[src/lhm_pkg.sv]
// Types, codes and reset constants shared by the latency health monitor modules.
package lhm_pkg;

    localparam int SampleWidth = 32;
    localparam int WeightWidth = 8;
    localparam int CfgIndexWidth = 3;
    localparam int AccWidth = SampleWidth + WeightWidth + 1;
    localparam int DivCountWidth = $clog2(SampleWidth);

    localparam logic [CfgIndexWidth-1:0] REG_PEAK_HIGH = 3'd0;
    localparam logic [CfgIndexWidth-1:0] REG_PEAK_LOW  = 3'd1;
    localparam logic [CfgIndexWidth-1:0] REG_MEAN_HIGH = 3'd2;
    localparam logic [CfgIndexWidth-1:0] REG_MEAN_LOW  = 3'd3;
    localparam logic [CfgIndexWidth-1:0] REG_FAST_WGT  = 3'd4;
    localparam logic [CfgIndexWidth-1:0] REG_SLOW_WGT  = 3'd5;

    localparam logic [SampleWidth-1:0] PEAK_HIGH_RST = 32'd40000000;
    localparam logic [SampleWidth-1:0] PEAK_LOW_RST  = 32'd3000000;
    localparam logic [SampleWidth-1:0] MEAN_HIGH_RST = 32'd2500000;
    localparam logic [SampleWidth-1:0] MEAN_LOW_RST  = 32'd2000000;
    localparam logic [WeightWidth-1:0] FAST_WGT_RST  = 8'd8;
    localparam logic [WeightWidth-1:0] SLOW_WGT_RST  = 8'd30;

    typedef enum logic [1:0] {
        ACT_NONE    = 2'd0,
        ACT_SUSPEND = 2'd1,
        ACT_RESUME  = 2'd2
    } action_t;

    typedef enum logic [2:0] {
        VERD_TICK       = 3'd0,
        VERD_MEAN_HIGH  = 3'd1,
        VERD_PEAK       = 3'd2,
        VERD_GOOD       = 3'd3,
        VERD_MEAN_GOOD  = 3'd4,
        VERD_STILL_HIGH = 3'd5
    } verdict_t;

    typedef enum logic [2:0] {
        ST_IDLE,
        ST_MUL_FAST,
        ST_DIV_FAST,
        ST_MUL_SLOW,
        ST_DIV_SLOW,
        ST_DECIDE
    } state_t;

    typedef struct packed {
        logic [SampleWidth-1:0] peak_high;
        logic [SampleWidth-1:0] peak_low;
        logic [SampleWidth-1:0] mean_high;
        logic [SampleWidth-1:0] mean_low;
        logic [WeightWidth-1:0] fast_weight;
        logic [WeightWidth-1:0] slow_weight;
    } cfg_t;

    typedef struct packed {
        logic load_in;
        logic mul;
        logic div_step;
        logic sel_slow;
        logic commit;
    } cmd_t;

    typedef struct packed {
        logic is_pong;
        logic div_last;
        logic out_free;
    } status_t;

endpackage

[src/latency_health_monitor_top.sv]
// Top level of the latency health monitor: stream ports, configuration port, submodules.
//
// Each item is a tick or a pong. A tick passes ST_MUL_FAST and ST_DECIDE after its acceptance. A pong
// passes a multiply-add and 32 divider steps for the fast average, the same again for the slow average
// on the one shared bit-serial divider, and then the threshold cascade in ST_DECIDE, where the result
// is taken into the result register. One item is worked on at a time; the next is accepted the cycle
// after the previous one has reached the result register, even while that result waits for m_tready.
// Configuration writes are taken every cycle (cfg_ready is tied high) and belong between items, while
// nothing is in flight.
module latency_health_monitor_top #(
    parameter int SAMPLE_BITS = 32
) (
    input  logic        aclk,
    input  logic        aresetn,
    input  logic        s_tvalid,
    output logic        s_tready,
    input  logic [39:0] s_tdata,   // round_trip_ns[31:0], link_suspended[32], zero pad
    input  logic        s_tuser,   // req_type
    output logic        m_tvalid,
    input  logic        m_tready,
    // send_ping[0], action[2:1], verdict[5:3], fast_avg_ns[37:6], slow_avg_ns[69:38], zero pad
    output logic [71:0] m_tdata,
    input  logic        cfg_valid,
    output logic        cfg_ready,
    input  logic [2:0]  cfg_index,
    input  logic [31:0] cfg_data
);
    import lhm_pkg::*;

    cfg_t     cfg;
    cmd_t     cmd;
    status_t  status;
    logic     o_send;
    action_t  o_action;
    verdict_t o_verdict;
    logic [SampleWidth-1:0] o_fast, o_slow;

    assign cfg_ready = 1'b1;

    lhm_cfg_regs u_cfg (
        .aclk      (aclk),
        .aresetn   (aresetn),
        .cfg_valid (cfg_valid),
        .cfg_index (cfg_index),
        .cfg_data  (cfg_data),
        .cfg       (cfg)
    );

    lhm_ctrl u_ctrl (
        .aclk     (aclk),
        .aresetn  (aresetn),
        .s_tvalid (s_tvalid),
        .s_tready (s_tready),
        .status   (status),
        .cmd      (cmd)
    );

    lhm_datapath #(
        .SAMPLE_BITS (SAMPLE_BITS)
    ) u_dp (
        .aclk          (aclk),
        .aresetn       (aresetn),
        .cfg           (cfg),
        .cmd           (cmd),
        .status        (status),
        .in_pong       (s_tuser),
        .in_sample     (s_tdata[31:0]),
        .in_link_susp  (s_tdata[32]),
        .m_tvalid      (m_tvalid),
        .m_tready      (m_tready),
        .out_send_ping (o_send),
        .out_action    (o_action),
        .out_verdict   (o_verdict),
        .out_fast      (o_fast),
        .out_slow      (o_slow)
    );

    assign m_tdata = {2'b00, o_slow, o_fast, o_verdict, o_action, o_send};

endmodule

[src/lhm_cfg_regs.sv]
// Configuration register file of the latency health monitor.
module lhm_cfg_regs (
    input  logic                              aclk,
    input  logic                              aresetn,
    input  logic                              cfg_valid,
    input  logic [lhm_pkg::CfgIndexWidth-1:0] cfg_index,
    input  logic [lhm_pkg::SampleWidth-1:0]   cfg_data,
    output lhm_pkg::cfg_t                     cfg
);
    import lhm_pkg::*;

    cfg_t cfg_reg;
    cfg_t cfg_next;

    always_comb begin
        cfg_next = cfg_reg;
        if (cfg_valid) begin
            case (cfg_index)
                REG_PEAK_HIGH: cfg_next.peak_high = cfg_data;
                REG_PEAK_LOW:  cfg_next.peak_low = cfg_data;
                REG_MEAN_HIGH: cfg_next.mean_high = cfg_data;
                REG_MEAN_LOW:  cfg_next.mean_low = cfg_data;
                REG_FAST_WGT:  cfg_next.fast_weight = cfg_data[WeightWidth-1:0];
                REG_SLOW_WGT:  cfg_next.slow_weight = cfg_data[WeightWidth-1:0];
                default: ;
            endcase
        end
    end

    always_ff @(posedge aclk) begin
        if (!aresetn) begin
            cfg_reg.peak_high   <= PEAK_HIGH_RST;
            cfg_reg.peak_low    <= PEAK_LOW_RST;
            cfg_reg.mean_high   <= MEAN_HIGH_RST;
            cfg_reg.mean_low    <= MEAN_LOW_RST;
            cfg_reg.fast_weight <= FAST_WGT_RST;
            cfg_reg.slow_weight <= SLOW_WGT_RST;
        end else begin
            cfg_reg <= cfg_next;
        end
    end

    assign cfg = cfg_reg;

endmodule

[src/lhm_ctrl.sv]
// Sequencing state machine of the latency health monitor.
module lhm_ctrl (
    input  logic              aclk,
    input  logic              aresetn,
    input  logic              s_tvalid,
    output logic              s_tready,
    input  lhm_pkg::status_t  status,
    output lhm_pkg::cmd_t     cmd
);
    import lhm_pkg::*;

    state_t state_reg;
    state_t state_next;

    always_ff @(posedge aclk) begin
        if (!aresetn) begin
            state_reg <= ST_IDLE;
        end else begin
            state_reg <= state_next;
        end
    end

    always_comb begin
        state_next = state_reg;
        cmd = '0;
        s_tready = 1'b0;
        case (state_reg)
            ST_IDLE: begin
                s_tready = 1'b1;
                if (s_tvalid) begin
                    cmd.load_in = 1'b1;
                    state_next = ST_MUL_FAST;
                end
            end
            ST_MUL_FAST: begin
                cmd.mul = 1'b1;
                state_next = status.is_pong ? ST_DIV_FAST : ST_DECIDE;
            end
            ST_DIV_FAST: begin
                cmd.div_step = 1'b1;
                if (status.div_last) begin
                    state_next = ST_MUL_SLOW;
                end
            end
            ST_MUL_SLOW: begin
                cmd.mul = 1'b1;
                cmd.sel_slow = 1'b1;
                state_next = ST_DIV_SLOW;
            end
            ST_DIV_SLOW: begin
                cmd.div_step = 1'b1;
                cmd.sel_slow = 1'b1;
                if (status.div_last) begin
                    state_next = ST_DECIDE;
                end
            end
            ST_DECIDE: begin
                if (status.out_free) begin
                    cmd.commit = 1'b1;
                    state_next = ST_IDLE;
                end
            end
            default: state_next = ST_IDLE;
        endcase
    end

endmodule

[src/lhm_datapath.sv]
// Averaging, shared serial divider, threshold cascade and result register.
module lhm_datapath #(
    parameter int SAMPLE_BITS = 32
) (
    input  logic                            aclk,
    input  logic                            aresetn,
    input  lhm_pkg::cfg_t                   cfg,
    input  lhm_pkg::cmd_t                   cmd,
    output lhm_pkg::status_t                status,
    input  logic                            in_pong,
    input  logic [lhm_pkg::SampleWidth-1:0] in_sample,
    input  logic                            in_link_susp,
    output logic                            m_tvalid,
    input  logic                            m_tready,
    output logic                            out_send_ping,
    output lhm_pkg::action_t                out_action,
    output lhm_pkg::verdict_t               out_verdict,
    output logic [lhm_pkg::SampleWidth-1:0] out_fast,
    output logic [lhm_pkg::SampleWidth-1:0] out_slow
);
    import lhm_pkg::*;

    localparam int SW = (SAMPLE_BITS >= SampleWidth) ? SampleWidth : SAMPLE_BITS;

    logic [SW-1:0] sat_sample;

    generate
        if (SW < SampleWidth) begin : g_sat
            assign sat_sample = (|in_sample[SampleWidth-1:SW]) ? {SW{1'b1}} : in_sample[SW-1:0];
        end else begin : g_nosat
            assign sat_sample = in_sample;
        end
    endgenerate

    logic                     pong_reg;
    logic                     link_susp_reg;
    logic [SW-1:0]            sample_reg;
    logic [WeightWidth-1:0]   rem_reg, rem_next;
    logic [SampleWidth-1:0]   quo_reg, quo_next;
    logic [DivCountWidth-1:0] cnt_reg;
    logic [SampleWidth-1:0]   fast_new_reg;
    logic                     ping_pending_reg;
    logic                     mon_susp_reg;
    logic [SampleWidth-1:0]   fast_avg_reg;
    logic [SampleWidth-1:0]   slow_avg_reg;
    logic                     m_valid_reg;
    logic                     send_reg;
    action_t                  action_reg;
    verdict_t                 verdict_reg;
    logic [SampleWidth-1:0]   ofast_reg, oslow_reg;

    // zero weight behaves as one
    logic [WeightWidth-1:0] w_raw, w_eff, w_m1;
    logic [SampleWidth-1:0] prev;
    logic [AccWidth-1:0]    acc;
    logic [WeightWidth:0]   trial;
    logic                   ge;

    assign w_raw = cmd.sel_slow ? cfg.slow_weight : cfg.fast_weight;
    assign w_eff = (w_raw == '0) ? WeightWidth'(1) : w_raw;
    assign w_m1  = w_eff - WeightWidth'(1);
    assign prev  = cmd.sel_slow ? slow_avg_reg : fast_avg_reg;
    assign acc   = AccWidth'(prev) * AccWidth'(w_m1) + AccWidth'(SampleWidth'(sample_reg));

    assign trial    = {rem_reg, quo_reg[SampleWidth-1]};
    assign ge       = trial >= {1'b0, w_eff};
    assign rem_next = ge ? WeightWidth'(trial - {1'b0, w_eff}) : trial[WeightWidth-1:0];
    assign quo_next = {quo_reg[SampleWidth-2:0], ge};

    always_ff @(posedge aclk) begin
        if (cmd.load_in) begin
            pong_reg      <= in_pong;
            link_susp_reg <= in_link_susp;
            sample_reg    <= sat_sample;
        end
        if (cmd.mul) begin
            // quotient fits the sample width, so the high part starts below the weight
            rem_reg <= acc[SampleWidth+WeightWidth-1:SampleWidth];
            quo_reg <= acc[SampleWidth-1:0];
            if (cmd.sel_slow) begin
                fast_new_reg <= quo_reg;
            end
        end else if (cmd.div_step) begin
            rem_reg <= rem_next;
            quo_reg <= quo_next;
        end
    end

    always_ff @(posedge aclk) begin
        if (!aresetn) begin
            cnt_reg <= '0;
        end else if (cmd.mul) begin
            cnt_reg <= '0;
        end else if (cmd.div_step) begin
            cnt_reg <= cnt_reg + DivCountWidth'(1);
        end
    end

    // result of the current item
    logic     d_send, d_pending, d_mon;
    action_t  d_action;
    verdict_t d_verdict;
    logic [SampleWidth-1:0] d_fast, d_slow;
    logic     mine;

    always_comb begin
        d_send    = 1'b0;
        d_action  = ACT_NONE;
        d_verdict = VERD_TICK;
        d_pending = ping_pending_reg;
        d_mon     = mon_susp_reg;
        d_fast    = fast_avg_reg;
        d_slow    = slow_avg_reg;
        mine      = link_susp_reg & mon_susp_reg;
        if (!pong_reg) begin
            if (ping_pending_reg) begin
                d_action = ACT_SUSPEND;
                d_mon    = 1'b1;
            end else begin
                d_send    = 1'b1;
                d_pending = 1'b1;
            end
        end else begin
            d_pending = 1'b0;
            d_fast    = fast_new_reg;
            d_slow    = quo_reg;
            if (d_slow > cfg.mean_high) begin
                d_verdict = VERD_MEAN_HIGH;
                d_action  = ACT_SUSPEND;
                d_mon     = 1'b1;
            end else if (d_fast > cfg.peak_high) begin
                d_verdict = VERD_PEAK;
                d_action  = ACT_SUSPEND;
                d_mon     = 1'b1;
            end else if (d_fast < cfg.peak_low) begin
                d_verdict = VERD_GOOD;
                if (mine) begin
                    d_action = ACT_RESUME;
                    d_mon    = 1'b0;
                end
            end else if (d_slow < cfg.mean_low) begin
                d_verdict = VERD_MEAN_GOOD;
                if (mine) begin
                    d_action = ACT_RESUME;
                    d_mon    = 1'b0;
                end
            end else begin
                d_verdict = VERD_STILL_HIGH;
            end
        end
    end

    always_ff @(posedge aclk) begin
        if (!aresetn) begin
            ping_pending_reg <= 1'b0;
            mon_susp_reg     <= 1'b0;
            fast_avg_reg     <= '0;
            slow_avg_reg     <= '0;
            m_valid_reg      <= 1'b0;
        end else begin
            if (cmd.commit) begin
                ping_pending_reg <= d_pending;
                mon_susp_reg     <= d_mon;
                fast_avg_reg     <= d_fast;
                slow_avg_reg     <= d_slow;
                m_valid_reg      <= 1'b1;
            end else if (m_tready) begin
                m_valid_reg <= 1'b0;
            end
        end
    end

    always_ff @(posedge aclk) begin
        if (cmd.commit) begin
            send_reg    <= d_send;
            action_reg  <= d_action;
            verdict_reg <= d_verdict;
            ofast_reg   <= d_fast;
            oslow_reg   <= d_slow;
        end
    end

    assign status.is_pong  = pong_reg;
    assign status.div_last = (cnt_reg == DivCountWidth'(SampleWidth - 1));
    assign status.out_free = ~m_valid_reg | m_tready;

    assign m_tvalid      = m_valid_reg;
    assign out_send_ping = send_reg;
    assign out_action    = action_reg;
    assign out_verdict   = verdict_reg;
    assign out_fast      = ofast_reg;
    assign out_slow      = oslow_reg;

endmodule

[config.mk]
export PLATFORM = sky130hd
export DESIGN_NAME = latency_health_monitor_top
export DESIGN_NICKNAME = d
export VERILOG_FILES = /design/src/lhm_pkg.sv /design/src/latency_health_monitor_top.sv /design/src/lhm_cfg_regs.sv /design/src/lhm_ctrl.sv /design/src/lhm_datapath.sv
export SDC_FILE = /design/constraint.sdc
export NUM_CORES = 2
export LEC_CHECK = 0
export BUFFER_PORTS_ARGS = -buffer_cell sky130_fd_sc_hd__buf_2
export CORE_UTILIZATION = 45
export CTS_CLUSTER_DIAMETER = 150
export DETAILED_ROUTE_END_ITERATION = 6
export PLACE_DENSITY = 0.61
export SLEW_MARGIN = 20
export SYNTH_ARGS = -nofsm -noshare
export SYNTH_HDL_FRONTEND = slang
export SYNTH_SLANG_ARGS = --single-unit
[constraint.sdc]
create_clock -name aclk -period 9.3 [get_ports aclk]
set_input_delay 0.465 -clock aclk [delete_from_list [all_inputs] [get_ports aclk]]
set_output_delay 0.465 -clock aclk [all_outputs]
set_load 0.05 [all_outputs]
* Word level (Yosys, flattened, before mapping)
Index checks and enable logic that the tools add are counted.
** Storage, ports and cells
- Flip-flop bits (word level) :: 395
- Logic and storage cells :: 124
** Operators by class
- Order comparisons :: 5
- $mul :: 1
- Muxes and demuxes :: 46
- $add $sub $neg :: 4
- Bitwise logic cells :: 5
- Reductions and logical operators :: 21
- Equal/unequal tests :: 16
** Operators with widths (count)
- $mux W32 :: 5
- $gt A32 B32 Y1 :: 2
- $lt A32 B32 Y1 :: 2
- $add A40 B32 Y40 :: 1
- $mul A32 B8 Y40 :: 1
- $mux W8 :: 5
- $mux W1 :: 22
- $pmux W3 S6 :: 1
- $mux W2 :: 8
- $mux W3 :: 5
- $reduce_and A2 Y1 :: 7
- $eq A3 B2 Y1 const B :: 4
- $eq A3 B3 Y1 const B :: 4
- $reduce_or A2 Y1 :: 5
- $ge A9 B8 Y1 :: 1
- $logic_not A8 Y1 :: 1
- $ne A2 B2 Y1 const B :: 4
- $sub A8 B1 Y8 const B :: 1
- $sub A8 B8 Y8 :: 1
- $eq A3 B1 Y1 const B :: 2
- $logic_not A3 Y1 :: 2
- $reduce_bool A2 Y1 :: 3
- $add A5 B1 Y5 const B :: 1
- $eq A5 B5 Y1 const B :: 1
- 7 further kinds :: 9

* Depth between registers and ports, before layout
- Depth after elaboration :: 10
- Gate-level depth with buffers :: 34
- Depth with buffers taken out :: 30

* Modules after synthesis
From an unflattened synthesis, not the netlist that was laid out.
** Unflattened totals
- Cells, all modules :: 2829
- Area total of the unflattened synthesis :: 27990.6 um2
** Modules (own cells, without submodules)
- lhm_datapath :: area an instance 22140.0 um2, times used 1, cells each 2251
- lhm_cfg_regs :: area an instance 5557.8 um2, times used 1, cells each 540
- lhm_ctrl :: area an instance 255.2 um2, times used 1, cells each 32
- latency_health_monitor_top :: area an instance 37.5 um2, times used 1, cells each 6

* Worst setup path after synthesis
Ideal clock, no wire load.
- Path kind :: reg2reg
- Start point :: reg u_ctrl.state_reg[2]
- End point :: reg u_dp.rem_reg[6], data pin
- Stages on the path, launching flop included :: 34
- Setup slack :: 1.978 ns
- Arrival :: 7.052 ns
- Library setup time :: 0.270 ns
- Cells stage by stage :: dfxtp_1 buf_4 inv_2 nand2_2 o21ai_2 buf_2 mux2i_2 nand3b_4 o21a_4 buf_2 ha_1 nand4_1 xnor2_1 clkbuf_1 nor2_1 fa_1 inv_1 fa_1 inv_1 fa_1 inv_1 fa_1 inv_1 ha_1 and2_1 nor2b_1 o21ai_0 or3b_2 o21ai_1 o21ba_2 a31o_2 o21a_1 xor2_1 a21oi_1
** Between the ends
- Word-level cells in the longest chain between the ends :: 10
- Elaborated cells on any way between the ends :: 19
- Those cells by class :: add/sub: 3; mul: 1; order compare: 1; eq/ne: 3; mux: 8; reduce/logical: 3
** RTL lines
- start, declared :: line lhm_ctrl.sv:12 : state_t state_reg;
- start signal, assigned :: line lhm_ctrl.sv:19 : state_reg <= state_next;
- $eq A3 B2 Y1 / $eq A3 B3 Y1 (equally long branches) :: line lhm_ctrl.sv:27 : case (state_reg)
- $reduce_or A2 Y1 (no line)
- $mux W1 :: line lhm_ctrl.sv:27
- $mux W8 :: line lhm_datapath.sv:59 : assign w_raw = cmd.sel_slow ? cfg.slow_weight : cfg.fast_weight;
- $logic_not A8 Y1 :: line lhm_datapath.sv:60 : assign w_eff = (w_raw == '0) ? WeightWidth'(1) : w_raw;
- $mux W8 :: line lhm_datapath.sv:60
- $sub A8 B1 Y8 (tied with other cells) :: line lhm_datapath.sv:61 : assign w_m1 = w_eff - WeightWidth'(1);
- $mul A32 B8 Y40 / $mux W8 (equally long branches) :: line lhm_datapath.sv:63, lhm_datapath.sv:67
- $add A40 B32 Y40 / $mux W8 (equally long branches) :: line lhm_datapath.sv:63, lhm_datapath.sv:83
- $mux W8 (*) :: line lhm_datapath.sv:76 : if (cmd.mul) begin
- end signal, assigned :: line lhm_datapath.sv:78 : rem_reg <= acc[SampleWidth+WeightWidth-1:SampleWidth];
- end signal, assigned :: line lhm_datapath.sv:84 : rem_reg <= rem_next;
- end, declared :: line lhm_datapath.sv:38 : logic [WeightWidth-1:0] rem_reg, rem_next;
Every way passes the cells marked *; elsewhere a longest branch is shown, timed or not. The select of a mux whose other input is x is not followed.
A chain may end at the register's enable or synchronous reset.

* Worst setup path after layout
- Start point :: reg u_ctrl.state_reg[0]
- End point :: reg u_dp.rem_reg[6], data pin
Same word-level chain as after synthesis.

==> metrics.csv <==
stage;metric;value;unit
status;status;completed;
routing;Vias/cell;5.341;
critical_path;Worst Reg-to-Reg Cells;27;
grt;total congestion overflow;0;
logic_synthesis;top-area cell type share of the netlist area;0.1908;
critical_path;setup slack, reg-to-reg;780;ps
critical_path;WP buf/inv;4;
clock_network;Clock Latency Late Sink;600;ps
timing;Worst-Margin Slew;1139;ps
floorplan;chip width;250.1;µm
routing;WL per Instance;19.14;µm
timing;final setup vio count;0;
logic_synthesis;FF+latch count, synth;395;
clock_network;Worst-path clk slew;70;ps
logic_synthesis;cell taking the most area after synthesis;edfxtp_1;
floorplan;DIE HEIGHT;250.1;µm
clock_network;CTS tree;built;
critical_path;worst r2r src;u_ctrl.state_reg[0]$_SDFFE_PN0P_;
floorplan;Die ar.;62550;µm²
timing;WHS;43.81;ps
routing;Routed WL;72.72;mm
final_layout;nets;3470;
critical_path;slowest CP cell;xnor2_2;
critical_path;crit-path most repeated cell;fa_1;
grt;global-route wire length before repair;113.2;mm
logic_synthesis;dominant cells by area after synthesis;edfxtp_1, dfxtp_1, fa_1;
timing;min Tclk post-route;8522;ps
logic_synthesis;yosys warns;0;
logic_synthesis;Mapped Area;27700;µm²
critical_path;startpoint types;flop;
critical_path;CP max stage delay;760;ps
logic_synthesis;Synth cell types;81;
timing;TNS Setup;0;ps
critical_path;crit path kind;flop to flop;
logic_synthesis;Post-synth ARST share;0;
clock_network;Num CTS Buffers;47;
critical_path;crit path DAT;8820;ps
timing;Final Slew Violations;0;
final_layout;synthesis-to-finish area growth;11.69;%
critical_path;crit end category;flop;
routing;First-pass DRT Iterations;5;
clock_network;H-tree depth;2;
final_layout;commonest non-fill, non-tap cell in the layout;inv_1;
placement;hpwl dp;54.52;mm
power;standby leakage power;13.03;nW
critical_path;Max FO, Critical Path;27;
power;PwrDens;159.9;nW/µm²
clock_network;Post-CTS Setup Repair Bufs;0;
final_layout;most frequent cells in the layout;inv_1, nand2_1, dfxtp_1;
power;Peak supply drop;140.9;µV
routing;Final ANT Viol Nets;0;
logic_synthesis;number of synthesized flops with an enable pin;176;
routing;drt drc;0;
grt;pin count of the biggest net entering global routing;129;
grt;initial antenna violation count;1;
final_layout;Largest register FFs;144;
logic_synthesis;mean post-synth cell area;9.701;µm²
routing;DRT iter0 DRCs;1258;
critical_path;required time worst endpoint;9600;ps
floorplan;Initial Util;0.4572;
timing;final hold violation count;0;
critical_path;Critical Path Start;u_ctrl.state_reg[0]$_SDFFE_PN0P_;
worst_hold_path;Hold Crit Class;input port to flop;
placement;Placer Congestion;0.9001;
timing;fmax;117.3;MHz
placement;port bufs;145;
placement;placed cell areas;29310;µm²
final_layout;share of layout cells above drive strength 1;0.1349;
timing;period utilization;0.9164;
grt;Tot GR Track Use;0.2326;
timing;Worst Skew;16.00;ps
final_layout;Design Area, Final;30930;µm²
floorplan;CORE AREA;60580;µm²
timing;Slew headroom;0.2187;
flow_run;max-cap violation count;0;
logic_synthesis;Syn Inst Count;2855;
final_layout;Final Core Density;0.5106;
floorplan;I/O pin count;156;
critical_path;CP Capture Point;u_dp.rem_reg[6]$_DFFE_PP_;
critical_path;critical path depth;27;
final_layout;Fillers;5587;
timing;RSZ-0062 raised after global routing;no;
floorplan;FP Rows;90;
logic_synthesis;ys flop type;dfxtp_1;
critical_path;cell family with most CP delay;adder cells;
grt;vias in the first global route;20390;
final_layout;ant diodes;0;
clock_network;TritonCTS Sinks;395;
routing;Vias;20290;
clock_network;clock root buffer;clkbuf_16;
critical_path;Crit Reg-Reg Endpoint;u_dp.rem_reg[6]$_DFFE_PP_;
logic_synthesis;sequential area share after synthesis;0.3491;
clock_network;CTS max path bufs;3;
==> timing repair <==
action / 4_1_cts / 5_1_grt
gates resized for setup: 0 / 3
endpoints found under the hold margin: 2 / 0
endpoints found under the setup margin: 0 / 1
hold buffers: 2 / 0
==> cells in the mapped netlist (all sizes together) (7+ instances only) <==
master,instances
nor2b,89
dfxtp,219
and2,8
a21o,70
xnor2,23
nor3b,7
o21ai,78
nand2b,57
inv,422
nand4,30
mux2,68
buf,31
nand2,339
o21a,11
o211ai,38
nor2,211
a21boi,110
nor3,11
edfxtp,176
and3,13
ha,197
xor2,21
a21oi,78
mux2i,104
clkbuf,85
nand3,29
fa,213
or2,41
==> how the worst min path moves through the flow <==
stage                                     start                             to  slack (ps)  cells after the start
finish                                  s_tuser        u_dp.pong_reg$_DFFE_PP_          40                      1
global route                        s_tdata[22]  u_dp.sample_reg[22]$_DFFE_PP_          20                      1
detailed placement   u_cfg.cfg[19]$_SDFFE_PN0P_     u_cfg.cfg[19]$_SDFFE_PN0P_         460                      2
global placement     u_cfg.cfg[82]$_SDFFE_PN0P_     u_cfg.cfg[82]$_SDFFE_PN0P_         450                      2
CTS                                 s_tdata[13]  u_dp.sample_reg[13]$_DFFE_PP_           5                      1
floorplan           u_cfg.cfg[100]$_SDFFE_PN0P_    u_cfg.cfg[100]$_SDFFE_PN0P_         440                      2
==> worst reg2reg max path: stages, from the launching register on <==
cell	delay, ps
dfxtp_2	650
nor2_2	150
a21oi_2	250
o221ai_1	420
nand3_1	250
nand3b_4	160
o21a_4	140
buf_4	230
nand2b_2	100
xnor2_2	760
buf_4	300
nor2_1	70
fa_1	500
fa_1	530
fa_1	540
inv_1	50
fa_1	540
inv_1	50
ha_1	370
a21oi_1	240
o21a_1	190
or3b_2	450
o21ai_1	450
o21ba_2	260
a31o_2	170
o21a_1	150
xor2_1	160
a21oi_1	80
==> metal layers <==
layer  GRT usage  part of all wire
met3     0.02151             0.043
met4     0.06766             0.025
met2      0.3925              0.48
met5           0                 0
met1      0.3176              0.45
==> layout make-up <==
type / instances / area [µm²] / share of cell area
multi-input combinational: 1923 / 16050 / 0.5188
sequential: 395 / 9671 / 0.3126
inverter: 422 / 1584 / 0.05121
clock buffer: 67 / 1375 / 0.04445
timing repair buffer: 190 / 1091 / 0.03527
tap: 782 / 978.4 / 0.03163
clock inverter: 20 / 185.2 / 0.005986
==> kinds of logic after synthesis <==
family,synth area share
compound gates,0.1075
flops,0.3491
fa+ha+maj,0.2430
xor+xnor,0.01446
other cells,0.0002712
buf+inv,0.07504
simple gates,0.1451
mux,0.06550
==> through the flow <==
stage | setup slack, ps | power [mW] | cells
4_1_cts | 392.9 | 4.984 | 3798
3_5_place_dp | 415.9 | 3.121 | 3709
6_report | 777.7 | 4.945 | 3799
5_1_grt | 309.2 | 5.171 | 3799
3_3_place_gp | 556.5 | 3.093 | 3709
2_1_floorplan | 1978 | 2.774 | 2856
==> power breakdown <==
| part | total (mW) | internal [mW] | leakage (nW) | switching [mW] |
|---|---|---|---|---|
| clock | 1.85 | 1.07 | 0.772 | 0.778 |
| combinational | 1.02 | 0.387 | 8.86 | 0.631 |
| sequential | 2.08 | 1.96 | 3.41 | 0.119 |
No activity file was read; power rests on OpenSTA's default activity.
